File: src/sv/set_pkg.sv
// Shared types and constants for the Sobel edge/threshold block.
// No dependencies.
package set_pkg;

  localparam int unsigned DefMaxWidth  = 1024;
  localparam int unsigned DefMaxHeight = 4096;
  localparam int unsigned PixW   = 24;
  localparam int unsigned ChanW  = 8;
  localparam int unsigned GradW  = 11;
  localparam int unsigned SumW   = 21;
  localparam int unsigned CfgDataW = 13;
  localparam int unsigned CfgIdxW  = 2;

  localparam logic [CfgIdxW-1:0] REG_WIDTH     = 2'd0;
  localparam logic [CfgIdxW-1:0] REG_HEIGHT    = 2'd1;
  localparam logic [CfgIdxW-1:0] REG_THRESHOLD = 2'd2;

  localparam logic [SumW-1:0] RootSatLevel = 21'd65281;

  typedef struct packed {
    logic       action;
    logic [7:0] blue;
    logic [7:0] green;
    logic [7:0] red;
  } in_t;

  typedef struct packed {
    logic [7:0] out_blue;
    logic [7:0] out_green;
    logic [7:0] out_red;
    logic       frame_end;
  } out_t;

endpackage

File: src/sv/set_root.sv
// Rounded, saturated integer square root, one result bit per cycle.
// Depends on set_pkg.
module set_root (
  input  logic                     clk_i,
  input  logic                     rst_ni,
  input  logic                     start_i,
  input  logic [set_pkg::SumW-1:0] sum_i,
  output logic                     done_o,
  output logic [7:0]               root_o
);
  import set_pkg::*;

  logic [15:0] rad_q, rad_d;
  logic [10:0] rem_q, rem_d;
  logic [7:0]  root_q, root_d;
  logic [2:0]  cnt_q, cnt_d;
  logic        busy_q, busy_d;
  logic        sat_q, sat_d;
  logic        done_q, done_d;
  logic [10:0] rem_sh, trial;

  assign rem_sh = {rem_q[8:0], rad_q[15:14]};
  assign trial  = {1'b0, root_q, 2'b01};

  always_comb begin
    rad_d  = rad_q;
    rem_d  = rem_q;
    root_d = root_q;
    cnt_d  = cnt_q;
    busy_d = busy_q;
    sat_d  = sat_q;
    done_d = 1'b0;
    if (start_i) begin
      rad_d  = sum_i[15:0];
      rem_d  = '0;
      root_d = '0;
      cnt_d  = '0;
      busy_d = 1'b1;
      sat_d  = (sum_i >= RootSatLevel);
    end else if (busy_q) begin
      rad_d = {rad_q[13:0], 2'b00};
      if (rem_sh >= trial) begin
        rem_d  = rem_sh - trial;
        root_d = {root_q[6:0], 1'b1};
      end else begin
        rem_d  = rem_sh;
        root_d = {root_q[6:0], 1'b0};
      end
      cnt_d = cnt_q + 3'd1;
      if (cnt_q == 3'd7) begin
        busy_d = 1'b0;
        done_d = 1'b1;
      end
    end
  end

  always_ff @(posedge clk_i or negedge rst_ni) begin
    if (!rst_ni) begin
      busy_q <= 1'b0;
      done_q <= 1'b0;
      cnt_q  <= '0;
    end else begin
      busy_q <= busy_d;
      done_q <= done_d;
      cnt_q  <= cnt_d;
    end
  end

  always_ff @(posedge clk_i) begin
    rad_q  <= rad_d;
    rem_q  <= rem_d;
    root_q <= root_d;
    sat_q  <= sat_d;
  end

  // round up when s - n*n >= n + 1
  assign done_o = done_q;
  assign root_o = sat_q ? 8'd255 :
                  ((rem_q >= ({3'b000, root_q} + 11'd1)) ? root_q + 8'd1 : root_q);

endmodule

File: config.mk
export PLATFORM = sky130hd
export DESIGN_NAME = set_root
export DESIGN_NICKNAME = d
export VERILOG_FILES = /design/src/sv/set_pkg.sv /design/src/sv/set_root.sv
export SDC_FILE = /design/constraint.sdc
export NUM_CORES = 1
export LEC_CHECK = 0
export ABC_CLOCK_PERIOD_IN_PS = 2800
export BUFFER_PORTS_ARGS = -buffer_cell sky130_fd_sc_hd__buf_2
export CAP_MARGIN = 20
export CELL_PAD_IN_SITES_DETAIL_PLACEMENT = 0
export CELL_PAD_IN_SITES_GLOBAL_PLACEMENT = 1
export CORE_MARGIN = 10
export CORE_UTILIZATION = 30
export CTS_CLUSTER_DIAMETER = 50
export DETAILED_ROUTE_END_ITERATION = 7
export GPL_ROUTABILITY_DRIVEN = 1
export PLACE_DENSITY_LB_ADDON = 0.1
export SLEW_MARGIN = 20
export SYNTH_ARGS = -nofsm -noshare
export SYNTH_HDL_FRONTEND = slang
export SYNTH_SLANG_ARGS = --single-unit
File: constraint.sdc
create_clock -name clk_i -period 2.8 [get_ports clk_i]
set_input_delay 0 -clock clk_i [delete_from_list [all_inputs] [get_ports clk_i]]
set_output_delay 0 -clock clk_i [all_outputs]
set_load 0.03 [all_outputs]
==> impl.org <==
** Status
- The run finished with clean final reports.

** CTS
- The clock tree synthesis step divided the H-tree into 2 levels.
- Maximum clock insertion buffer count :: 2
- For the worst-skew pair, the clock arrives at the later sink with an insertion delay of roughly 0.29 ns.
- CTS Root Buffer Type :: clkbuf_8
- Clock tree synthesis found a total of a little over 40 sinks.
- Number of buffers inserted during clock tree synthesis :: 5
- After clock tree synthesis, the setup repair step added 0 buffers.
- Clock-pin slew was measured on the worst setup and hold paths at roughly 0.09 ns.
- Clock tree from TritonCTS :: done

** Place
- The congestion estimate from routability-driven global placement came to ~0.78.
- Detailed placement finished with a half-perimeter wire length of just over 5000 um.
- Count of placed standard cells including taps :: 417
- During placement, the flow inserted port buffers numbering 32.

** Die
- Total die area :: about 13000 um2
- Initial core utilization :: 30.9%
- Die Ht :: about 110 um
- From left edge to right edge, the die measures approximately 110 um.
- The region available for standard cell placement spans 8720 um2.
- Row generation in the floorplan step produced 34 rows.
- For this design the top-level I/O count stands at 33.

** Power
- Summed over all cells, the static leakage comes to around 1.4 nW.
- The share of total power dissipated in the clock network is about 14%.
- Net switching is a little over two fifths of the power.
- IR analysis of the VDD net gives a maximum drop of between 200 and 300 uV.
- Power per cell area :: about 890 nW/um2
- Combinational cells account for between 50% and 60% of the total power.
- In this run the power spent charging and discharging nets is about 0.0013 W.
- Internal power contribution :: around 0.0017 W
- Sequential cell fraction of total power :: 27.9%

** Yosys
- Yosys warnings :: 0
- Synthesis handed over a netlist of 268 instances.
- nor2_1 is the most common cell in the netlist.
- In this run, synthesis produced a sequential element count of between 40 and 50.
- Each instance of the synthesized netlist takes up on average slightly above 10 um2.
- In this run, synthesis inferred 17 flip-flops with an integrated enable.
- The share of synthesized area in the top cell type comes to a little under a fifth.
- Syn_nets :: approximately 310
- Main flop type after synthesis :: dfxtp_1
- Post-synthesis cell area :: 2700 um2
- Unique masters post-synth :: between 50 and 60
- Proportion of synthesized chip area in sequential cells :: between 30 and 40%
- After synthesis, the cell types taking the most area are edfxtp_1 19%, dfxtp_1 14%, ha_1 9.7%, mux2i_1 8.2%, mux2_2 5.8%.
- Sorting the synthesized cells by how often they occur yields 32 x nor2_1, 22 x mux2i_1, 21 x ha_1.
- Async set or reset register ratio after synthesis :: roughly 12%
- edfxtp_1 takes more of the synthesized area than any other cell.

** Final layout
- Layout Area Growth over Synthesis :: 24.0%
- Final std cells w/o fill :: ~430
- Layout Nets :: roughly 370
- The number of antenna diodes in the final layout is 0.
- Core occupancy in the finished layout :: 38.4%
- Layout cell share with drive strength beyond 1 :: approximately 34%

** Routing
- In the routed design, unresolved DRC markers number 0.
- 1st-iter DRT viols :: ~50
- Using the TritonRoute via totals, the vias-per-cell ratio works out to 4.97.
- The routed design has between 6000 and 7000 um of wire.
- Post-detailed-route wirelength per cell :: 15.7 um
- Once detail routing completed, the nets flagged for antenna violations numbered 0.
- Detailed-routing iteration count for the pre-antenna-repair pass :: 4
- The routed layout has about 2100 vias.

** Timing
- Unrepaired setup endpoints after global routing :: true
- The routed design could run at a clock period as short as between 2 and 3 ns.
- The max-slew violation total from the final report came to 0.
- The clock arrives with between 0.003 and 0.004 ns of skew.
- Max Freq :: around 0.36 GHz
- Setup violations remaining at the end of the flow were counted as 0.
- In the finished design, the share of the clock period the worst path needs comes to between 90% and 100%.
- At the pin with the least slew margin, the transition time is about 0.64 ns.
- Headroom to the max-slew limit came out at between 50 and 60%.
- The final count of hold timing violations was 0.
- Worst hold slack :: around 0.022 ns
- Setup TNS Final :: 0 ns

** Worst setup path
- FF-to-FF Start :: root_q[2]
- Worst flop-to-flop path endpoint :: rem_q[1]
- The worst register-to-register path has a setup slack of between 0.15 and 0.2 ns.
- The worst setup path is captured at an output port.
- In this run the worst path has a maximum fanout of 3.
- For the worst setup path, the data arrival time is about 2.8 ns.
- The critical path is of the reg2out type.
- The worst setup path is launched from a flop.
- R2r worst-path depth :: 9
- Required arrival time at the worst endpoint :: ~2.8 ns

** GRT
- Entering global routing, the biggest net connects 38 pins.
- Via count of the first global-routing pass :: about 2200
- The first global-routing pass estimated between 10000 and 15000 um of wire.
- Global routing finished with a remaining overflow of 0.
- The initial antenna violation count was 0.
- GRT Overall Usage :: around a tenth

** Min path
- Hold path cells :: 2
- The worst hold path terminates at rad_q[3].
- Type of the worst min-delay path :: in2reg
- HP Start :: sum_i[3]

** Flow run
- Max Cap Violations :: 0
==> placed cells by master (no fill, tap or decap), types with 3 or more instances in the layout <==
| cell | n |
|---|---|
| xor2_1 | 3 |
| xnor2_1 | 12 |
| nor2_1 | 32 |
| inv_1 | 14 |
| mux2i_1 | 20 |
| dfrtp_1 | 5 |
| clkbuf_8 | 5 |
| buf_2 | 24 |
| edfxtp_1 | 17 |
| nand2b_1 | 4 |
| o21ai_2 | 5 |
| a21o_2 | 3 |
| a21o_1 | 4 |
| mux2_2 | 14 |
| buf_4 | 27 |
| dfxtp_1 | 17 |
| ha_1 | 18 |
| nand3_1 | 5 |
| nand2_1 | 6 |
| a21oi_1 | 8 |
| o21ai_0 | 6 |
| a211oi_1 | 5 |
| dlygate4sd3_1 | 4 |
| nand4_1 | 5 |
==> state kept, by name (all words and copies together) (netlist names) <==
| signal | count |
|---|---|
| rad_q | 16 |
| sat_q | 1 |
| rem_q | 11 |
| busy_q | 1 |
| done_o | 1 |
| root_q | 8 |
| cnt_q | 3 |
==> through the flow <==
| stage | setup slack (ns) | cell area (um2) | power [W] |
|---|---|---|---|
| after floorplan | -0.0657 | 2710 | 0.00203 |
| after global placement | 0.0351 | 3080 | 0.00242 |
| after detailed placement | -0.0496 | 3080 | 0.00241 |
| after CTS | -0.00992 | 3280 | 0.00293 |
| after global routing | -0.156 | 3350 | 0.00324 |
| final | 0.00640 | 3350 | 0.00299 |
==> worst max-delay path: stages (launching register included) <==
cell and delay [ns]:
dfxtp_2 0.34, inv_2 0.04, nor3_2 0.19, nand3_2 0.12
or3_4 0.37, xnor2_2 0.16, ha_4 0.17, a2111oi_4 0.38
o21ai_2 0.15, buf_4 0.17, o311ai_2 0.20, buf_4 0.20
==> metal layers <==
metal | track usage [%] | part of all wire (%) | up-vias
met2 | 17.9 | 49 | 26
met5 | 0 | 0 | -
met3 | 2.34 | 3.1 | 2
met1 | 12.6 | 47 | 1022
li1 | - | - | 1082
met4 | 2.23 | 0.55 | 0
==> logic make-up (layout without fill, tap and decap cells) <==
kind of cell | count (synthesis) | after routing | share of synthesized area, %
DFF | 41 | 41 | 37.6
buffers and inverters | 25 | 78 | 4.54
adders and majority gates | 21 | 21 | 9.74
and+or+nand+nor | 75 | 75 | 14.5
muxes | 37 | 37 | 14.6
xor gates and xnor gates | 16 | 16 | 5.19
AOI/OAI and AO/OA | 53 | 53 | 13.9
==> area by class of cell <==
| class | instances | area [um2] |
|---|---|---|
| fill | 865 | 5380 |
| multi-input combinational | 202 | 1680 |
| sequential | 41 | 1020 |
| timing repair buffer | 55 | 363 |
| tap | 108 | 135 |
| clock buffer | 5 | 68.8 |
| inverter | 15 | 56.3 |
| clock inverter | 3 | 21.3 |
==> worst max path at each step <==
stage	endpoint	start	slack, ns
2_1_floorplan	root_o[1]	root_q[4]	-0.07
3_3_place_gp	root_o[2]	root_q[4]	0.04
3_5_place_dp	root_o[2]	root_q[4]	-0.05
4_1_cts	root_o[6]	root_q[0]	-0.01
5_1_grt	root_o[1]	root_q[1]	-0.16
6_report	root_o[1]	root_q[1]	0.006
==> repair_timing <==
item,in CTS,in global routing
hold endpoints to repair,8,0
gates resized for setup,20,18
pin swaps,4,7
gates cloned,0,0
setup endpoints to repair,8,8
hold buffers,4,0
==> power by group through the flow <==
stage | logic, W | clock network (W) | registers (W)
finish | 0.00174 | 0.000415 | 0.000834
global route | 0.00193 | 0.000450 | 0.000852
CTS | 0.00166 | 0.000432 | 0.000830
detailed placement | 0.00158 | 0 | 0.000836
global placement | 0.00158 | 0 | 0.000837
floorplan | 0.00122 | 0 | 0.000811
(Power assumes the default switching activity.)
